<file path="config.mk">
export PLATFORM = sky130hd
export DESIGN_NAME = sorted_list_table_top
export DESIGN_NICKNAME = d
export VERILOG_FILES = /design/src/rtl/slt_pkg.sv /design/src/rtl/slt_cell.sv /design/src/rtl/sorted_list_table_top.sv
export SDC_FILE = /design/constraint.sdc
export NUM_CORES = 2
export LEC_CHECK = 0
export CAP_MARGIN = 0
export CORE_ASPECT_RATIO = 1.75
export CORE_MARGIN = 2
export CORE_UTILIZATION = 55
export DETAILED_ROUTE_END_ITERATION = 12
export DONT_BUFFER_PORTS = 1
export PLACE_DENSITY = 0.76
export SETUP_SLACK_MARGIN = 0.4
export SLEW_MARGIN = 20
export SYNTH_ARGS = -nofsm -noshare
export SYNTH_HDL_FRONTEND = slang
export SYNTH_SLANG_ARGS = --single-unit
</file>
<file path="constraint.sdc">
create_clock -name clk -period 7 [get_ports clk]
set_input_delay 0.7 -clock clk [delete_from_list [all_inputs] [get_ports clk]]
set_output_delay 0.7 -clock clk [all_outputs]
set_load 0.02 [all_outputs]
</file>
<file path="src/rtl/slt_pkg.sv">
// Shared types, codes and sizes for the sorted list table.
package slt_pkg;

  localparam int CAPACITY = 16;
  localparam int CNT_W    = $clog2(CAPACITY + 1);

  localparam logic [2:0] OP_INSERT = 3'd0;
  localparam logic [2:0] OP_SEARCH = 3'd1;
  localparam logic [2:0] OP_DELETE = 3'd2;
  localparam logic [2:0] OP_POP    = 3'd3;
  localparam logic [2:0] OP_DUMP   = 3'd4;

  localparam logic [1:0] STS_OK       = 2'd0;
  localparam logic [1:0] STS_NOTFOUND = 2'd1;
  localparam logic [1:0] STS_FULL     = 2'd2;
  localparam logic [1:0] STS_EMPTY    = 2'd3;

  typedef enum logic [2:0] {
    CMD_HOLD,
    CMD_INSERT,
    CMD_DELETE,
    CMD_POP,
    CMD_ROTATE
  } cell_cmd_t;

  typedef enum logic [1:0] {
    ST_IDLE,
    ST_EXEC,
    ST_DUMP
  } state_t;

  typedef struct packed {
    cell_cmd_t          cmd;
    logic               found;
    logic signed [31:0] key;
  } cell_ctrl_t;

endpackage

</file>
<file path="src/rtl/slt_cell.sv">
// One slot of the list: holds one entry and shifts toward its neighbors on command.
module slt_cell (
  input  logic                clk,
  input  slt_pkg::cell_ctrl_t ctrl,
  input  logic                valid_i,
  input  logic                is_tail_i,
  input  logic                prev_lt_i,
  input  logic signed [31:0]  left_data_i,
  input  logic signed [31:0]  right_data_i,
  input  logic signed [31:0]  head_data_i,
  output logic signed [31:0]  data_o,
  output logic                lt_o,
  output logic                eq_o
);

  logic signed [31:0] data_r;
  logic signed [31:0] data_nxt;

  assign lt_o   = valid_i && (data_r < ctrl.key);
  assign eq_o   = valid_i && (data_r == ctrl.key);
  assign data_o = data_r;

  always_comb begin
    data_nxt = data_r;
    case (ctrl.cmd)
      slt_pkg::CMD_INSERT: begin
        // Entries below the key stay; the first slot not below it takes the key.
        if (!lt_o) begin
          data_nxt = prev_lt_i ? ctrl.key : left_data_i;
        end
      end
      slt_pkg::CMD_DELETE: begin
        // Equal entries are contiguous, so every slot from the first match on closes up.
        if (ctrl.found && !lt_o) begin
          data_nxt = right_data_i;
        end
      end
      slt_pkg::CMD_POP:    data_nxt = right_data_i;
      slt_pkg::CMD_ROTATE: data_nxt = is_tail_i ? head_data_i : right_data_i;
      default:             data_nxt = data_r;
    endcase
  end

  always_ff @(posedge clk) begin
    data_r <= data_nxt;
  end

endmodule

</file>
<file path="src/rtl/sorted_list_table_top.sv">
// Top level of the sorted list table: control, output register and the row of cells.
//
//  Channel | Direction | Handshake          | Payload
//  in      | input     | in_tvalid/tready   | in_tdata: op, value
//  out     | output    | out_tvalid/tready  | out_tdata: status, result_value, entry_count;
//          |           |                    | out_tlast: last
//
// An item is accepted in the idle state and executed in the exec state once the
// output register is free; a dump of a non-empty table then emits one result per
// stored entry, and the cells rotate one slot per emitted item.
// Reset (rst_n low, synchronous) empties the table and drops any pending result.
// A stalled output holds its item and the block waits before touching the cells.
module sorted_list_table_top (
  input  logic        clk,
  input  logic        rst_n,
  input  logic        in_tvalid,
  output logic        in_tready,
  input  logic [39:0] in_tdata,   // [2:0] op, [34:3] value, [39:35] zero
  output logic        out_tvalid,
  input  logic        out_tready,
  output logic [39:0] out_tdata,  // [1:0] status, [33:2] result_value,
                                  // [38:34] entry_count, [39] zero
  output logic        out_tlast
);

  localparam int CAP = slt_pkg::CAPACITY;
  localparam int CW  = slt_pkg::CNT_W;

  slt_pkg::state_t    state_r, state_nxt;
  logic [CW-1:0]      count_r, count_nxt;
  logic [CW-1:0]      dump_left_r, dump_left_nxt;
  logic [2:0]         op_r;
  logic signed [31:0] key_r;

  logic               out_valid_r, out_valid_nxt;
  logic [1:0]         out_status_r, out_status_nxt;
  logic signed [31:0] out_value_r, out_value_nxt;
  logic [4:0]         out_count_r, out_count_nxt;
  logic               out_last_r, out_last_nxt;

  logic               out_free;
  logic               accept;
  logic               full;
  logic               empty;
  logic               found;
  slt_pkg::cell_cmd_t  cell_cmd;
  slt_pkg::cell_ctrl_t ctrl;

  logic signed [31:0] cell_data [CAP];
  logic [CAP-1:0]     cell_lt;
  logic [CAP-1:0]     cell_eq;

  assign in_tready  = (state_r == slt_pkg::ST_IDLE);
  assign accept     = in_tvalid && in_tready;
  assign out_free   = !out_valid_r || out_tready;
  assign full       = (count_r == CW'(CAP));
  assign empty      = (count_r == '0);
  assign found      = |cell_eq;
  assign ctrl       = '{cmd: cell_cmd, found: found, key: key_r};

  assign out_tvalid = out_valid_r;
  assign out_tlast  = out_last_r;
  assign out_tdata  = {1'b0, out_count_r, out_value_r, out_status_r};

  for (genvar i = 0; i < CAP; i++) begin : g_cell
    logic               prev_lt;
    logic signed [31:0] left_data;
    logic signed [31:0] right_data;

    if (i == 0) begin : g_first
      assign prev_lt   = 1'b1;
      assign left_data = key_r;
    end else begin : g_inner
      assign prev_lt   = cell_lt[i-1];
      assign left_data = cell_data[i-1];
    end

    if (i == CAP - 1) begin : g_end
      assign right_data = cell_data[i];
    end else begin : g_mid
      assign right_data = cell_data[i+1];
    end

    slt_cell u_cell (
      .clk          (clk),
      .ctrl         (ctrl),
      .valid_i      (CW'(i) < count_r),
      .is_tail_i    (CW'(i + 1) == count_r),
      .prev_lt_i    (prev_lt),
      .left_data_i  (left_data),
      .right_data_i (right_data),
      .head_data_i  (cell_data[0]),
      .data_o       (cell_data[i]),
      .lt_o         (cell_lt[i]),
      .eq_o         (cell_eq[i])
    );
  end

  // Next state.
  always_comb begin
    state_nxt = state_r;
    unique case (state_r)
      slt_pkg::ST_IDLE: begin
        if (accept) begin
          state_nxt = slt_pkg::ST_EXEC;
        end
      end
      slt_pkg::ST_EXEC: begin
        if (op_r > slt_pkg::OP_DUMP) begin
          state_nxt = slt_pkg::ST_IDLE;
        end else if (out_free) begin
          state_nxt = (op_r == slt_pkg::OP_DUMP && !empty) ? slt_pkg::ST_DUMP
                                                           : slt_pkg::ST_IDLE;
        end
      end
      slt_pkg::ST_DUMP: begin
        if (out_free && dump_left_r == CW'(1)) begin
          state_nxt = slt_pkg::ST_IDLE;
        end
      end
      default: state_nxt = slt_pkg::ST_IDLE;
    endcase
  end

  // Cell commands, count and result loading.
  always_comb begin
    cell_cmd       = slt_pkg::CMD_HOLD;
    count_nxt      = count_r;
    dump_left_nxt  = dump_left_r;
    out_valid_nxt  = out_valid_r && !out_tready;
    out_status_nxt = out_status_r;
    out_value_nxt  = out_value_r;
    out_count_nxt  = out_count_r;
    out_last_nxt   = out_last_r;
    unique case (state_r)
      slt_pkg::ST_IDLE: ;
      slt_pkg::ST_EXEC: begin
        if (out_free && op_r <= slt_pkg::OP_DUMP) begin
          out_valid_nxt  = 1'b1;
          out_status_nxt = slt_pkg::STS_OK;
          out_value_nxt  = key_r;
          out_last_nxt   = 1'b1;
          unique case (op_r)
            slt_pkg::OP_INSERT: begin
              if (full) begin
                out_status_nxt = slt_pkg::STS_FULL;
              end else begin
                cell_cmd  = slt_pkg::CMD_INSERT;
                count_nxt = count_r + CW'(1);
              end
            end
            slt_pkg::OP_SEARCH: begin
              if (!found) begin
                out_status_nxt = slt_pkg::STS_NOTFOUND;
              end
            end
            slt_pkg::OP_DELETE: begin
              if (found) begin
                cell_cmd  = slt_pkg::CMD_DELETE;
                count_nxt = count_r - CW'(1);
              end else begin
                out_status_nxt = slt_pkg::STS_NOTFOUND;
              end
            end
            slt_pkg::OP_POP: begin
              if (empty) begin
                out_status_nxt = slt_pkg::STS_EMPTY;
                out_value_nxt  = '0;
              end else begin
                out_value_nxt = cell_data[0];
                cell_cmd      = slt_pkg::CMD_POP;
                count_nxt     = count_r - CW'(1);
              end
            end
            slt_pkg::OP_DUMP: begin
              if (empty) begin
                out_status_nxt = slt_pkg::STS_EMPTY;
                out_value_nxt  = '0;
              end else begin
                // Results come from the dump state, one per entry.
                out_valid_nxt = 1'b0;
                dump_left_nxt = count_r;
              end
            end
            default: out_valid_nxt = 1'b0;
          endcase
          out_count_nxt = 5'(count_nxt);
        end
      end
      slt_pkg::ST_DUMP: begin
        if (out_free) begin
          // The head is emitted and the list rotates so the next entry reaches slot 0.
          cell_cmd       = slt_pkg::CMD_ROTATE;
          out_valid_nxt  = 1'b1;
          out_status_nxt = slt_pkg::STS_OK;
          out_value_nxt  = cell_data[0];
          out_count_nxt  = 5'(count_r);
          out_last_nxt   = (dump_left_r == CW'(1));
          dump_left_nxt  = dump_left_r - CW'(1);
        end
      end
      default: ;
    endcase
  end

  always_ff @(posedge clk) begin
    if (!rst_n) begin
      state_r     <= slt_pkg::ST_IDLE;
      count_r     <= '0;
      dump_left_r <= '0;
      out_valid_r <= 1'b0;
    end else begin
      state_r     <= state_nxt;
      count_r     <= count_nxt;
      dump_left_r <= dump_left_nxt;
      out_valid_r <= out_valid_nxt;
    end
  end

  always_ff @(posedge clk) begin
    if (accept) begin
      op_r  <= in_tdata[2:0];
      key_r <= in_tdata[34:3];
    end
    out_status_r <= out_status_nxt;
    out_value_r  <= out_value_nxt;
    out_count_r  <= out_count_nxt;
    out_last_r   <= out_last_nxt;
  end

  a_count_bound: assert property (@(posedge clk) disable iff (!rst_n)
    count_r <= CW'(CAP))
    else $error("entry count above capacity");

  a_dump_count_stable: assert property (@(posedge clk) disable iff (!rst_n)
    state_r == slt_pkg::ST_DUMP |=> count_r == $past(count_r))
    else $error("entry count changed during a dump");

  a_dump_left_nonzero: assert property (@(posedge clk) disable iff (!rst_n)
    state_r == slt_pkg::ST_DUMP |-> dump_left_r != '0)
    else $error("dump state with nothing left to emit");

  for (genvar i = 1; i < CAP; i++) begin : g_chk
    a_sorted: assert property (@(posedge clk) disable iff (!rst_n)
      (state_r != slt_pkg::ST_DUMP && CW'(i) < count_r) |->
        cell_data[i-1] <= cell_data[i])
      else $error("stored entries out of order");
  end

endmodule

</file>
**Word level (Yosys, flattened, before mapping)**

Index checks and enable logic that the tools add are counted.

- Add/sub/neg operators: 3
- Order comparisons: 34
- Eq/ne operators: 84
- Muxes and demuxes: 124
- Reduce and logical (&&, ||, !) cells: 101

Operators with widths:

| operator | count |
|---|---|
| 32-bit 2-to-1 mux | 66 |
| 32-bit case mux with 4 select lines | 15 |
| 32-bit equality test | 16 |
| 32-bit less-than comparator | 16 |
| 32-bit case mux with 2 select lines | 3 |
| 1-bit logical AND | 52 |
| 3-bit AND reduction | 17 |
| 5-bit 2-to-1 mux | 9 |
| 2-bit != test (second input constant) | 22 |
| 4-bit by 5-bit equality test with 1-bit output (first input constant) | 8 |
| 4-bit by 5-bit less-than comparator with 1-bit output (first input constant) | 8 |
| 2-bit by 1-bit != test with 1-bit output (second input constant) | 17 |
| 2-bit 2-to-1 mux | 12 |
| 3-bit by 5-bit equality test with 1-bit output (first input constant) | 4 |
| 3-bit by 5-bit less-than comparator with 1-bit output (first input constant) | 4 |
| 5-bit case mux with 2 select lines | 2 |
| 1-bit logical NOT | 18 |
| 2-bit case mux with 3 select lines | 3 |
| 16-bit OR reduction | 1 |
| 5-bit case mux with 3 select lines | 1 |
| 3-bit by 2-bit equality test with 1-bit output (second input constant) | 4 |
| 2-bit by 5-bit equality test with 1-bit output (first input constant) | 2 |
| 1-bit by 5-bit less-than comparator with 1-bit output (first input constant) | 2 |
| 2-bit by 5-bit less-than comparator with 1-bit output (first input constant) | 2 |
| 29 further kinds | 42 |

- Register bits after elaboration: 600
- Bits of input ports: 44
- Output and inout port bits: 43
- Word-level logic and storage cells: 372

**Longest topological paths before layout**

- Word-level depth: 10
- Depth in mapped cells: 16
- Mapped depth without buffers: 11

**Modules after synthesis**

A second synthesis with hierarchy kept.

- Cell total of the unflattened synthesis: 4740
- Area total of the unflattened synthesis: 47695.7 µm²

By module, submodules not included:

| module | instances | cells an instance | area each (µm²) | seq. area each (µm²) |
|---|---|---|---|---|
| slt_cell (g_cell[0].u_cell ...) | 15 | 275 | 2721.4 | 960.9 |
| sorted_list_table_top | 1 | 349 | 4206.5 | 2512.4 |
| slt_cell (g_cell[9].u_cell) | 1 | 266 | 2668.8 | 960.9 |

**Worst setup path after synthesis**

OpenSTA, ideal clock, no wires.

- Path kind: register to register
- From: reg key_r[21], in the netlist g_cell[0].left_data[21]
- To: reg g_cell[15].u_cell.data_r[0] (enable)
- Library setup time: 0.470 ns
- Arrival time: 5.180 ns
- Path slack: 1.350 ns
- Stages on the path, launching flop included: 14
- Path buffers: 3
- Period minus slack after synthesis: 5.650 ns
- Cell sequence: edfxtp_1 clkbuf_1 clkbuf_1 inv_1 ha_1 and4_1 nor4bb_1 nand3_1 o2111ai_1 nor4_4 buf_6 o21ai_2 a21oi_1 a21boi_0

- Cells in the longest elaborated chain, start to end: 10
- Elaborated cells on any way between the ends: 45
- Classes of those cells: order compare (1); eq/ne (20); mux (4); reduce/logical (20)

Ends and longest elaborated chain:

| what | line | RTL |
|---|---|---|
| from (decl) | sorted_list_table_top.sv:33 | `logic signed [31:0] key_r;` |
| from (signal assigned) | sorted_list_table_top.sv:223 | `key_r <= in_tdata[34:3];` |
| 32-bit equality test | slt_cell.sv:20 | `assign eq_o = valid_i && (data_r == ctrl.key);` |
| 1-bit logical AND | slt_cell.sv:20 |  |
| 16-bit OR reduction | sorted_list_table_top.sv:58 | `assign found = \|cell_eq;` |
| 2-bit 2-to-1 mux | sorted_list_table_top.sv:158 | `if (found) begin` |
| 2-bit case mux with 3 select lines | sorted_list_table_top.sv:143 | `unique case (op_r)` |
| 2-bit 2-to-1 mux | sorted_list_table_top.sv:138 | `if (out_free && op_r <= slt_pkg::OP_DUMP) begin` |
| 3-bit case mux with 2 select lines | sorted_list_table_top.sv:135 | `unique case (state_r)` |
| 3-bit equality test / 3-bit by 1-bit equality test with 1-bit output (equally long branches) | slt_cell.sv:25 | `case (ctrl.cmd)` |
| 2-bit by 1-bit != test with 1-bit output (no source line), or another cell as far along | - |  |
| 3-bit AND reduction (no source line) * | - |  |
| to (signal assigned) | slt_cell.sv:45 | `data_r <= data_nxt;` |
| to (decl) | slt_cell.sv:16 | `logic signed [31:0] data_r;` |

Mark *: on every way between the ends. The rest lies on a longest branch, timed or not.
A chain may end at the register's enable or synchronous reset.

**Final worst setup path**

- From: reg key_r[19], in the netlist g_cell[0].left_data[19]
- To: reg g_cell[10].u_cell.data_r[8] (enable)

- Cells in the longest elaborated chain, start to end: 10
- Elaborated cells on any way between the ends: 49
- Classes of those cells: order compare (1); eq/ne (22); mux (4); reduce/logical (22)

Ends and longest elaborated chain:

| what | line |
|---|---|
| 32-bit equality test | slt_cell.sv:20 |
| 1-bit logical AND | slt_cell.sv:20 |
| 16-bit OR reduction | sorted_list_table_top.sv:58 |
| 2-bit 2-to-1 mux | sorted_list_table_top.sv:158 |
| 2-bit case mux with 3 select lines | sorted_list_table_top.sv:143 |
| 2-bit 2-to-1 mux | sorted_list_table_top.sv:138 |
| 3-bit case mux with 2 select lines | sorted_list_table_top.sv:135 |
| 3-bit by 2-bit equality test with 1-bit output, or another cell as far along | slt_cell.sv:25 |
| 2-bit by 1-bit != test with 1-bit output (no source line), or another cell as far along | - |
| 3-bit AND reduction (no source line) * | - |
| to (signal assigned) | slt_cell.sv:45 |
| to (decl) | slt_cell.sv:16 |

Marks and branches as above.

==> flow_metrics.tcl <==
set metrics [dict create \
    minimum_clock_period_after_layout_ns 6.183 \
    post_synth_inst_count 4245 \
    insertion_delay_ns 0.67 \
    synth_seq_area_share_pct 40.30 \
    cts_setup_buffers 0 \
    cts_tree "built" \
    drt_pre_antenna_iters 8 \
    synth_area_mm2 0.04439 \
    tritoncts.num_buffers 59 \
    number_of_primary_i_o_pins 87 \
    hold_viol_final 0 \
    fp-row-count 137 \
    ir_worst_vdd_mv 0.2080 \
    synth_top_area_cell "edfxtp_1" \
    worst-slew-pin-transition_ns 1.229 \
    seqPwrFrac_pct 45.8 \
    ff2ff_path_depth 11 \
    pwr-share-comb_pct 15.9 \
    timing.critical_path.arrival_ns 6.53 \
    r2r_setup_slack_ns 0.82 \
    detail_route_antenna_nets 0 \
    async_reset_ff_share_pct 0 \
    grt_start_max_net_pins 68 \
    worstHoldPathType "input pin to flip-flop" \
    synth_cell_types 81 \
    worst_setup_path_end_kind "flip-flop" \
    clock-sinks 600 \
    power.static_leakage_nw 20.08 \
    slew_violations 0 \
    post_cts.resized_instances 0 \
    first_pass_grt_wire_length_um 268700 \
    placed_area_mm2 0.04655 \
    worst_path_max_delay_cell "a21oi_1" \
    post_synth_main_area_contributors "edfxtp_1, ha_1, mux2i_1" \
    number_of_global_route_vias_before_repair 39150 \
    die_w_um 218.7 \
    maxClockFrequency_mhz 161.7 \
    drt_wl_total_um 189000 \
    power.switching_fraction_pct 29.13 \
    detail_route.drc_violations 0 \
    path_class "flip-flop to flip-flop" \
    rsz0062_at_grt "false" \
    cpPeakStageDelay_ns 1.01 \
    timing.setup.tns_ns 0 \
    timing.hold.worst_path_depth 0 \
    worst_case_clock_buffer_depth 3 \
    critPathMaxFanout 24 \
    regToRegStartpoint "g_cell[0].left_data[19]$_DFFE_PP_" \
    sink_of_the_worst_hold_path "g_cell[0].left_data[6]$_DFFE_PP_" \
    power_report.internal_total_mw 6.534 \
    power_density_mw_per_mm2 189.6 \
    finish.utilization_pct 60.87 \
    fin_cells 5249 \
    routabilityCongestion 1.107 \
    vias 39600 \
    syn-num-nets 4811 \
    worstPathRequired_ns 7.35 \
    synthesis.yosys.warnings 0 \
    finalClockSkew_ns 0.02990 \
    slew_headroom_pct 17.23 \
    number_of_antenna_violations_at_the_first_check_in_global_routing 4 \
    syn2layout_area_growth_pct 9.539 \
    final.period_utilization_pct 88.33 \
    clock_tree.root_cell "clkbuf_16" \
    floorplan.initialDensity_pct 55.57 \
    status "completed" \
    synth_enable_flop_cells 587 \
    report.final.setup_viol 0 \
    pwr-share-clk_pct 38.2 \
    timing.critical_path.cells "inv_1 > ha_1 > nand2_1 > o211ai_1 > o211ai_1 > a21oi_1 > a2111oi_0 > o21ai_0 > mux2i_4 > a21oi_4 > buf_12" \
    dpl.hpwl_um 132600 \
    die_area_mm2 0.08308 \
    setup.worst_path.start_class "flip-flop" \
    cts_hold_buf 0 \
    hp-start "in_tdata[9]" \
    post_drt_wl_per_cell_um 36.00 \
    cell_mode_on_critical_path "o211ai_1" \
    crit-reg2reg-capture "g_cell[10].u_cell.data_o[8]$_DFFE_PP_" \
    htree_num_levels 2 \
    core_area_mm2 0.07988 \
    layout.cell_area.non_filler_mm2 0.04862 \
    synth_seq_cells 600 \
    synth_top_area_share_pct 39.71 \
    syn_area_per_cell_um2 10.46 \
    detail_route.iter0.violations 5593 \
    clk_pin_slew_worst_paths_ns 0.07 \
    overall_die_height_um 379.8 \
    ratio_of_cells_with_drive_above_1_in_the_final_layout_pct 8.425 \
    synth_top_flop_cell "edfxtp_1" \
    switchingPower_mw 2.685 \
    drv.max_cap_violation_count 0 \
    port-buffer-count 0 \
    globalRouteOverflowTotal 0 \
    post_synth_most_frequent_cells "edfxtp_1, ha_1, mux2i_1" \
    global_routing_usage_summed_across_all_routing_layers_pct 44.94 \
    post-layout-total-power_mw 9.219 \
    post-synth-top-count-cell "edfxtp_1" \
    placed_cells_incl_taps 5132 \
    design.final.nets 4718 \
    via_density_per_instance 7.545 \
]
-- through the flow --
step           hold slack [ns]  setup WS, ns
5_1_grt                 0.1215        0.8493
6_report                0.1230        0.8167
3_3_place_gp            0.4666         1.311
4_1_cts                 0.1085         1.203
3_5_place_dp            0.4751         1.196
2_1_floorplan           0.4578         1.350
-- per-layer routing --
metal	wire length (um)	GRT usage, %	vias to the layer above
met1	58590	47.84	18910
met5	14	0	-
met4	25570	47.55	2
li1	-	-	16290
met2	84670	70.10	3207
met3	20110	10.48	1204
-- critical path, delay by kind of cell (launching register included) --
kind | cells | cell delay [ns]
fa+ha+maj | 1 | 0.48
mux | 1 | 0.34
compound gates | 6 | 2.96
simple gates | 1 | 0.29
buf+inv | 2 | 0.91
flops | 1 | 0.80
-- layout by cell type, fill, tap and decap left out, drive strengths merged, types with 98 or more instances in the layout --
| cell type | netlist | routed |
|---|---|---|
| o221ai | 165 | 165 |
| inv | 240 | 241 |
| nand4 | 121 | 121 |
| a21oi | 199 | 199 |
| edfxtp | 587 | 587 |
| buf | 110 | 173 |
| mux2i | 460 | 460 |
| nand2 | 332 | 332 |
| a221o | 259 | 259 |
| a21o | 98 | 98 |
| nor2 | 310 | 310 |
| ha | 522 | 522 |
| o21ai | 166 | 166 |
-- area by class of cell --
cell class / instances / area [um^2]
Fill cell: 6660 / 31260
Multi-Input combinational cell: 3078 / 24660
Sequential cell: 600 / 17890
Timing Repair Buffer: 173 / 1823
Clock buffer: 70 / 1590
Tap cell: 1042 / 1304
Inverter: 240 / 900.9
Clock inverter: 41 / 442.9
Antenna cell: 5 / 12.51
-- logic make-up after synthesis --
family	synth area share (%)
compound gates	18.85
xor+xnor	0.1776
fa+ha+maj	14.71
buf+inv	5.285
flops	40.30
mux	10.50
other cells	0.008449
simple gates	10.17
-- registers in the layout, indices dropped and copies added (netlist names) --
name                  flops
count_r                   5
dump_left_r               5
g_cell.left_data         32
g_cell.u_cell.data_o    512
op_r                      3
out_count_r               5
out_status_r              2
out_tlast                 1
out_tvalid                1
out_value_r              32
state_r                   2
-- power by group through the flow --
stage / Clock (mW) / Sequential (mW) / Combinational, mW
after floorplan: 0 / 4.21 / 0.930
after global placement: 0 / 4.30 / 1.34
final: 3.52 / 4.23 / 1.47
after CTS: 3.51 / 4.22 / 1.39
after detailed placement: 0 / 4.30 / 1.38
after global routing: 3.63 / 4.23 / 1.54
-- worst max-delay path by stage --
stage                                                       end  cells past startpoint                         startpoint  slack, ns
after detailed placement   g_cell[8].u_cell.data_o[2]$_DFFE_PP_                     12   g_cell[0].left_data[9]$_DFFE_PP_       1.20
final                     g_cell[10].u_cell.data_o[8]$_DFFE_PP_                     11  g_cell[0].left_data[19]$_DFFE_PP_       0.82
after global routing      g_cell[8].u_cell.data_o[19]$_DFFE_PP_                     13   g_cell[0].left_data[9]$_DFFE_PP_       0.85
after CTS                  g_cell[8].u_cell.data_o[2]$_DFFE_PP_                     12   g_cell[0].left_data[9]$_DFFE_PP_       1.20
after global placement     g_cell[8].u_cell.data_o[6]$_DFFE_PP_                     12   g_cell[0].left_data[9]$_DFFE_PP_       1.31
after floorplan           g_cell[15].u_cell.data_o[0]$_DFFE_PP_                     13  g_cell[0].left_data[21]$_DFFE_PP_       1.35
Note: power is estimated with default switching activity, not from simulation.
